`src/rtl/tccw_ram.sv`:
```
// ----------------------------------------------------------------------------
// tccw_ram: generic simple dual-port RAM
// One write port and one read port with registered read data; the read data
// holds while no read is enabled.
// ----------------------------------------------------------------------------
module tccw_ram #(
  parameter int WIDTH = 8,
  parameter int DEPTH = 256
) (
  input  logic                     clk,
  input  logic                     we,
  input  logic [$clog2(DEPTH)-1:0] waddr,
  input  logic [WIDTH-1:0]         wdata,
  input  logic                     re,
  input  logic [$clog2(DEPTH)-1:0] raddr,
  output logic [WIDTH-1:0]         rdata
);

  logic [WIDTH-1:0] mem [DEPTH];
  logic [WIDTH-1:0] rdata_r;

  always_ff @(posedge clk) begin
    if (we) begin
      mem[waddr] <= wdata;
    end
    if (re) begin
      rdata_r <= mem[raddr];
    end
  end

  assign rdata = rdata_r;

endmodule

```
`config.mk`:
```
export PLATFORM = sky130hd
export DESIGN_NAME = tccw_ram
export DESIGN_NICKNAME = d
export VERILOG_FILES = /design/src/rtl/tccw_ram.sv
export SDC_FILE = /design/constraint.sdc
export NUM_CORES = 2
export LEC_CHECK = 0
export BUFFER_PORTS_ARGS = -buffer_cell sky130_fd_sc_hd__buf_4
export CORE_MARGIN = 2
export CORE_UTILIZATION = 38
export DETAILED_ROUTE_END_ITERATION = 12
export GPL_TIMING_DRIVEN = 0
export PLACE_DENSITY = 0.61
export REMOVE_ABC_BUFFERS = 1
export SKIP_CTS_REPAIR_TIMING = 1
export SYNTH_ARGS = -nofsm -noshare
export SYNTH_HDL_FRONTEND = slang
export SYNTH_SLANG_ARGS = --single-unit
```
`constraint.sdc`:
```
create_clock -name clk -period 2.4 [get_ports clk]
set_input_delay 0.24 -clock clk [delete_from_list [all_inputs] [get_ports clk]]
set_output_delay 0.24 -clock clk [all_outputs]
set_load 0.005 [all_outputs]
```
==> metrics.cfg <==
[worst_setup_path]
arrival_ns = 3.13
r2r-end = rdata[5]$_DFFE_PP_
worstPathMaxFanout = 1
startpoint = mem[181][5]$_DFFE_PP_
reg2reg_depth = 5
endpoint_kind = flip-flop
required_ns = 2.95
path_class = flip-flop to flip-flop
rr_startpoint = mem[181][5]$_DFFE_PP_
startpoint_type = flip-flop
ff2ff_setup_slack_ns = -0.18

[cells_and_area]
fillCellCount = 17703
final_cell_area_mm2 = 0.0911
area_delta_synth_final_pct = 14.4
nets = 3871
drive_gt1_frac = 0.239

[synthesis]
synth_flop_cell = edfxtp_1
synth_top_family_by_area = multiplexers
ys.warnings.count = 0
postSynthAreaPerCell_um2 = 21.3
seq_area_frac_synth = 0.775
async_reset_ff_frac = 0
synthMuxAreaShare = 0.146
syn_area_mm2 = 0.0796
synth_xor_area_frac = 0
synth_seq_cells = 2056
synth_adder_area_share = 0
postSynthCellCount = 3733
synth.distinct_cells = 54
synth_edf_count = 2056
synth_compound_area_frac = 0.0342
yosys.area_share.simple = 0.0263

[timing]
period_share = 1.07
fin_crit_ns = 2.58
hold_viol_final = 0
final_max_slew_viol_count = 0
setup_slack_ns = -0.175
worst_clock_skew_ns = 0.0428
finalSetupViolations = 6
hold_ws_ns = 0.0155
finalSetupTns_ns = -0.580
worst_slew_pin_slew_ns = 1.39
rsz0062_at_grt = yes
max_slew_margin = 0.0717
fmax_mhz = 388

[place]
post-dp-hpwl_mm = 116
placed_area_mm2 = 0.0834
port_buffers = 34
globalplace.congestion = 0.791

[detailed_routing]
vias_per_cell = 5.68
drt_first_iter_violations = 4880
wire_per_inst_um = 29.7
num_vias = 38741
routed_wl_mm = 202
route.detailed.drc = 0
ant_nets = 0
dr.pass1.iters = 5

[worst_hold_path]
holdCritStartpoint = wdata[2]
hold_class = primary input to flip-flop
whs_path_depth = 1
min_to = mem[56][2]$_DFFE_PP_

[pwr]
vdd_drop_max_v = 0.000897
p_leak_nw = 27.7
total_power_mw = 73.6
power_density_mw_per_mm2 = 808

[run_status]
violations = negative setup slack
status = complete, but fails checks

[clock_network]
clk_pin_slew_ns = 0.06
cts_inserted_buffers = 200
clock_latency_ns = 0.85
clock_path_buffers = 3
cts_root_buffer = clkbuf_16
h-tree-depth = 4
cts_tree = built
cts.sinks = 2056

[floorplanning]
core-area_mm2 = 0.209
dieArea_mm2 = 0.213
num_io_pins = 35
die_w_um = 462
die_h_um = 462
num_rows = 168
start_util = 0.381

[grt]
grt.overflow.total = 0
grt_pass1_wl_mm = 278
grt_pass1_vias = 38580
grtUsageTotal = 0.181
antenna_found_initial = 11
grt_max_degree = 151

[flow_run]
maxCapViolations = 0

-- power breakdown --
group          total [mW]  leakage (nW)  internal [mW]  switching [mW]
sequential           39.7          18.5           39.6          0.0418
clock                30.0          3.04           16.5            13.5
combinational        3.95          6.18           1.42            2.53
total                73.6          27.7           57.5            16.1
-- through the flow --
step	worst slack, ns	instances	utilization
floorplan	-0.333	3500	-
global placement	-10.77	6339	0.392
detailed placement	-3.46	6392	0.399
CTS	-2.56	6754	0.429
global route	-0.189	6814	0.436
finish	-0.175	6815	0.436
-- cell usage after synthesis (3+ instances only) --
cell type	number	area, um^2
edfxtp_1	2056	61700
mux4_2	454	10200
nor2_1	282	1060
mux2i_1	134	1340
a22oi_1	133	998
clkbuf_1	111	417
a21oi_1	96	480
o221ai_1	46	403
nand3_1	34	170
nand2_1	33	124
buf_2	31	155
nor2b_1	31	194
o22ai_1	28	175
buf_4	27	203
nor4_1	24	150
buf_1	22	82.6
nor3_1	22	110
buf_6	21	236
a211oi_1	16	120
a221oi_1	13	114
buf_8	13	195
nand4_1	10	62.6
o211ai_1	10	75.1
o21ai_0	10	50.1
a22o_1	8	70.1
buf_12	8	160
nand2b_1	8	50.1
and2_1	6	37.5
o22a_1	5	43.8
o32ai_1	4	35.0
or2_2	4	25.0
nor4_2	3	37.5
-- cell families after synthesis --
| logic type | count (synthesis) |
|---|---|
| AO/OA/AOI/OAI | 385 |
| buffers and inverters | 235 |
| flip-flops | 2056 |
| AND/OR/NAND/NOR | 466 |
| multiplexers | 591 |
-- cell type report --
| type | count | area [um^2] | share of cell area |
|---|---|---|---|
| diodes | 6 | 15.0 | 0.000165 |
| clock buffers | 238 | 5170 | 0.0567 |
| clock inverters | 124 | 1040 | 0.0114 |
| inverters | 2 | 10.0 | 0.000110 |
| multi-input cells | 1443 | 17100 | 0.188 |
| flip-flops and latches | 2056 | 61700 | 0.677 |
| well taps | 2805 | 3510 | 0.0385 |
| repair buffers | 141 | 2510 | 0.0276 |
-- layer usage --
layer | global-route usage | up-vias | share of wire
met5 | 0 | - | 0
met1 | 0.249 | 20826 | 0.40
met4 | 0.0610 | 0 | 0.031
met3 | 0.0334 | 295 | 0.077
met2 | 0.293 | 1673 | 0.49
li1 | - | 15947 | -
-- state kept, by name, summed over array words and instances, names as in the netlist --
register	count
rdata	8
mem	2048
-- critical path: stages, from the launching register on --
cell and delay (ns):
edfxtp_1 0.35, mux4_1 0.54, a22oi_1 0.33, a31oi_2 0.23
nor4_4 0.66, nor4_4 0.16
-- worst max path at each step --
| stage | endpoint | slack (ns) | cells past startpoint |
|---|---|---|---|
| 5_1_grt | rdata[5]$_DFFE_PP_ | -0.19 | 6 |
| 3_5_place_dp | rdata[5]$_DFFE_PP_ | -3.46 | 7 |
| 4_1_cts | rdata[5]$_DFFE_PP_ | -2.56 | 7 |
| 2_1_floorplan | rdata[6]$_DFFE_PP_ | -0.33 | 6 |
| 3_3_place_gp | rdata[5]$_DFFE_PP_ | -10.77 | 6 |
| 6_report | rdata[5]$_DFFE_PP_ | -0.18 | 5 |
-- placed cells by master, fill, tap and decap left out, types with 25 or more instances in the layout --
| master | synthesis | layout |
|---|---|---|
| a21oi_1 | 96 | 94 |
| nand3_1 | 34 | 25 |
| clkbuf_1 | 111 | 37 |
| clkbuf_16 | 0 | 225 |
| mux2i_1 | 134 | 134 |
| buf_16 | 0 | 37 |
| a22oi_1 | 133 | 131 |
| o221ai_1 | 46 | 45 |
| clkinv_2 | 0 | 41 |
| clkinv_1 | 1 | 56 |
| edfxtp_1 | 2056 | 2056 |
| nor2_1 | 282 | 275 |
| nand2_1 | 33 | 32 |
| o22ai_1 | 28 | 28 |
| mux4_2 | 454 | 454 |
| buf_4 | 27 | 42 |
Power figures use the tool's default switching activity.
