==> src/rtl/tccw_pkg.sv <==
// ----------------------------------------------------------------------------
// tccw_pkg: shared definitions of the text console character writer
// Geometry, character and mode codes, the cell word layout and the cursor
// update record passed between the cursor logic and the sequencer.
// ----------------------------------------------------------------------------
package tccw_pkg;

  // Screen and history geometry.
  localparam int COLUMNS      = 80;
  localparam int ROWS         = 24;
  localparam int HISTORY_ROWS = 256;
  localparam int TAB_WIDTH    = 8;   // tab stops are taken as a power of two
  localparam int CELL_COUNT   = HISTORY_ROWS * COLUMNS;

  localparam int COL_W  = 7;   // holds 0..COLUMNS, COLUMNS meaning wrap pending
  localparam int ROW_W  = 5;
  localparam int RING_W = 8;
  localparam int ADDR_W = $clog2(CELL_COUNT);
  localparam int CHAR_W = 8;
  localparam int COLR_W = 32;
  localparam int CELL_W = CHAR_W + 2 * COLR_W;

  // Character codes.
  localparam logic [CHAR_W-1:0] CH_LF    = 8'h0A;
  localparam logic [CHAR_W-1:0] CH_CR    = 8'h0D;
  localparam logic [CHAR_W-1:0] CH_TAB   = 8'h09;
  localparam logic [CHAR_W-1:0] CH_BS    = 8'h08;
  localparam logic [CHAR_W-1:0] CH_SPACE = 8'h20;

  // Request modes.
  localparam logic [1:0] MODE_PUT   = 2'd0;
  localparam logic [1:0] MODE_CLEAR = 2'd1;
  localparam logic [1:0] MODE_READ  = 2'd2;
  localparam logic [1:0] MODE_NONE  = 2'd3;

  // Configuration register indexes.
  localparam logic CFG_TEXT_COLOUR = 1'b0;
  localparam logic CFG_BACK_COLOUR = 1'b1;

  localparam logic [COLR_W-1:0] TEXT_COLOUR_RESET = 32'hFFD4D4D4;
  localparam logic [COLR_W-1:0] BACK_COLOUR_RESET = 32'h0000_0000;

  // Result of one character on the cursor.
  typedef struct packed {
    logic [COL_W-1:0] col;      // cursor column afterwards
    logic [ROW_W-1:0] row;      // cursor row afterwards (also the row written)
    logic             scroll;   // the window moves up by one row
    logic             put;      // a printable character is stored
    logic [COL_W-1:0] put_col;  // column the character is stored at
  } cur_upd_t;

endpackage

==> src/rtl/tccw_cursor.sv <==
// ----------------------------------------------------------------------------
// tccw_cursor: cursor movement for one character
// Works out the new cursor position, whether the window scrolls, and where a
// printable character lands.
// ----------------------------------------------------------------------------
module tccw_cursor
  import tccw_pkg::*;
(
  input  logic [COL_W-1:0]  cur_col,
  input  logic [ROW_W-1:0]  cur_row,
  input  logic [CHAR_W-1:0] char_code,
  output cur_upd_t          upd
);

  logic             at_bottom;
  logic [ROW_W-1:0] nl_row;
  logic [COL_W:0]   tab_stop;

  // Going to the next line either steps the row or scrolls at the bottom.
  assign at_bottom = (cur_row == ROW_W'(ROWS - 1));
  assign nl_row    = at_bottom ? cur_row : cur_row + ROW_W'(1);
  assign tab_stop  = (COL_W+1)'(cur_col) - (COL_W+1)'(cur_col % TAB_WIDTH)
                   + (COL_W+1)'(TAB_WIDTH);

  always_comb begin
    upd         = '0;
    upd.col     = cur_col;
    upd.row     = cur_row;
    upd.put_col = cur_col;
    case (char_code)
      CH_LF: begin
        upd.col    = '0;
        upd.row    = nl_row;
        upd.scroll = at_bottom;
      end
      CH_CR: begin
        upd.col = '0;
      end
      CH_TAB: begin
        if (tab_stop >= (COL_W+1)'(COLUMNS)) begin
          upd.col    = '0;
          upd.row    = nl_row;
          upd.scroll = at_bottom;
        end else begin
          upd.col = tab_stop[COL_W-1:0];
        end
      end
      CH_BS: begin
        if (cur_col != '0) begin
          upd.col = cur_col - COL_W'(1);
        end
      end
      default: begin
        upd.put = 1'b1;
        if (cur_col >= COL_W'(COLUMNS)) begin
          // Pending wrap: the character goes to column 0 of the next line.
          upd.put_col = '0;
          upd.row     = nl_row;
          upd.scroll  = at_bottom;
        end
        upd.col = upd.put_col + COL_W'(1);
      end
    endcase
  end

endmodule

==> config.mk <==
export PLATFORM = sky130hd
export DESIGN_NAME = tccw_cursor
export DESIGN_NICKNAME = d
export VERILOG_FILES = /design/src/rtl/tccw_pkg.sv /design/src/rtl/tccw_cursor.sv
export SDC_FILE = /design/constraint.sdc
export NUM_CORES = 1
export LEC_CHECK = 0
export BUFFER_PORTS_ARGS = -buffer_cell sky130_fd_sc_hd__buf_4
export CAP_MARGIN = 5
export CORE_MARGIN = 2
export CORE_UTILIZATION = 40
export DETAILED_ROUTE_END_ITERATION = 16
export GPL_TIMING_DRIVEN = 1
export PLACE_DENSITY = 0.7
export SYNTH_ARGS = -nofsm -noshare
export SYNTH_HDL_FRONTEND = slang
export SYNTH_SLANG_ARGS = --single-unit
==> constraint.sdc <==
create_clock -name vclk -period 5.3
set_clock_uncertainty 0.2 [all_clocks]
set_input_delay 1.06 -clock vclk [all_inputs]
set_output_delay 1.06 -clock vclk [all_outputs]
set_load 0.05 [all_outputs]
==> results.md <==
* Clock buffers at 0
* Crit path required time at 4040 ps
* Largest net degree at the start of global routing at 13
* GRT Overall Usage at 19.17%
* RSZ-0062 raised after global routing: no
* FF+latch count at 0
* Detailed-route via count at 1043
* Final setup viols at 0
* Syn. warnings at 0
* Post-CTS resize count at 0
* TritonRoute pass-1 iters at 4
* IO Port Bufs at 41
* CP Max Fanout at 7
* Num ports at 41
* Post-cts hold buffer count at 0
* Sequential Area at 0 µm²
* Fmax at 0.2163 GHz
* Drt drc at 0
* Layout Nets at 198
* Post-route insts no fill at 190
* Ranking of synthesized cells by area: ha_1 20%, and2_1 7.0%, xnor2_1 5.9%
* Worst min path class: input port to output port
* Slew Limit Fails at 0
* Synth Cell Area at 889.6 µm²
* Hold_ws at 2259 ps
* DP HPWL at 2009 µm
* GPL Wtd Cong at 0.8267
* Power Total at 0.1419 mW
* Initial Util at 41.41%
* Top-count cell post-synth: ha_1
* Area after DPL at 1217 µm²
* Top cell type's share of synthesized area at 19.69%
* Fin area at 1217 µm²
* Post-layout min period at 4624 ps
* Die height at 51.16 µm
* Slowest stage delay, CP at 420 ps
* Fin crit share at 87.24%
* Worst Tran Pin Value at 640.7 ps
* First-pass GRT wire length at 4029 µm
* Cell count after synthesis at 123
* WP data arrival at 3360 ps
* Number of global-route vias before repair at 922
* Cell accounting for the most synthesized area: ha_1
* Worst path cell trace: buf_4, inv_1, ha_1, a21o_1, a41oi_1, and2_1, ha_1, and3_1, nor3_1, a211o_1, o311ai_4, buf_4
* Leak Pwr at 0.5840 nW
* Die Span X at 51.16 µm
* Endpoint class of the critical path: output port
* Pwr dens at 116.6 nW/µm²
* Status: finished clean
* Final number of hold-violating endpoints at 0
* Diodes inserted at 0
* Vias per cell at 5.489
* Post-Route WL at 2445 µm
* Synth cell types at 46
* Antenna viol nets, final at 0
* Largest delay share family, worst path: compound AO/OA/AOI/OAI gates
* Area of the core at 2148 µm²
* Initial antenna violation count at 0
* Crit-path slowest cell: a41oi_1
* Grt total ovfl at 0
* Sequential area share after synthesis at 0%
* Die area at 2617 µm²
* Post-placement cell count at 190
* Max-cap viol count at 0
* Leading post-synthesis cells by instance count: 14 x ha_1, 12 x nor2_1, 10 x and2_1
* Initial drt markers at 28
* Setup TNS at 0 ps
* Crit Path Category: input port to output port
* Net Count, Synth at 157
* Share of post-route cells with drive strength above 1 at 30.25%
* # Post-CTS Setup Buffers at 0
* Row count at 17
* CP Buf/Inv Count at 3
* Synthesized area per cell at 7.233 µm²
* CP startpoint kind: input port
* Area growth syn-to-layout at 36.85%
* Routed len/inst at 12.87 µm
* Worst VDD drop at 0.06580 mV
* Relative slew slack at 56.61%
==> layout by cell type, fill, tap and decap left out, types with 2 or more instances in the layout <==
cell,instances
buf_4,41
ha_1,14
nor2_1,12
and2_1,10
inv_1,9
nand2_1,7
nand3_1,7
xnor2_1,6
o21ai_0,4
nand2b_1,4
nor3_1,3
or3_1,3
a31oi_1,3
and3_1,3
mux2_2,3
nor2b_1,2
a21oi_1,2
a211oi_1,2
==> worst paths after layout <==
path | startpoint | slack (ps) | depth (start not counted) | endpoint
worst max-delay path | cur_col[5] | 680 | 12 | upd[18]
worst min-delay path | cur_row[0] | 2260 | 3 | upd[9]
==> routing by layer <==
layer	vias up	global-route usage, %	part of all wire [%]
met5	-	0	0
met4	0	0.4505	0
met3	0	0.8772	5.1
met2	27	33.77	49
met1	484	27.02	46
li1	532	-	-
==> power breakdown <==
part / internal, mW / switching [mW] / leakage, nW / total [mW]
clock: 0 / 0 / 0 / 0
sequential: 0 / 0 / 0 / 0
combinational: 0.0516 / 0.0903 / 0.584 / 0.142
==> logic make-up (layout without fill, tap and decap cells) <==
kind of cell             Yosys count  in the layout  synth area share, %
XOR/XNOR                           7              7                6.892
adder cells (fa/ha/maj)           14             14                19.69
multiplexers                       4              4                4.922
AO/OA/AOI/OAI                     27             27                24.76
buffers and inverters             11             50                5.484
AND/OR/NAND/NOR                   60             60                38.26
==> metrics by stage <==
stage	util [%]	setup WS, ps
after global routing	56.67	502.9
final	56.67	676.1
after floorplan	-	719.2
after detailed placement	56.67	690.8
after global placement	56.67	739.4
after CTS	56.67	690.5
==> tightest hold or removal path: cells and delay by family <==
kind,cells,cell delay (ps)
buffers and inverters,2,280
xor gates and xnor gates,1,60
==> final cells by class <==
type | count | area (µm²)
inverters | 9 | 33.78
well taps | 28 | 35.03
fillers | 221 | 930.9
multi-input cells | 112 | 840.8
repair buffers | 41 | 307.8
(Power assumes the default switching activity.)
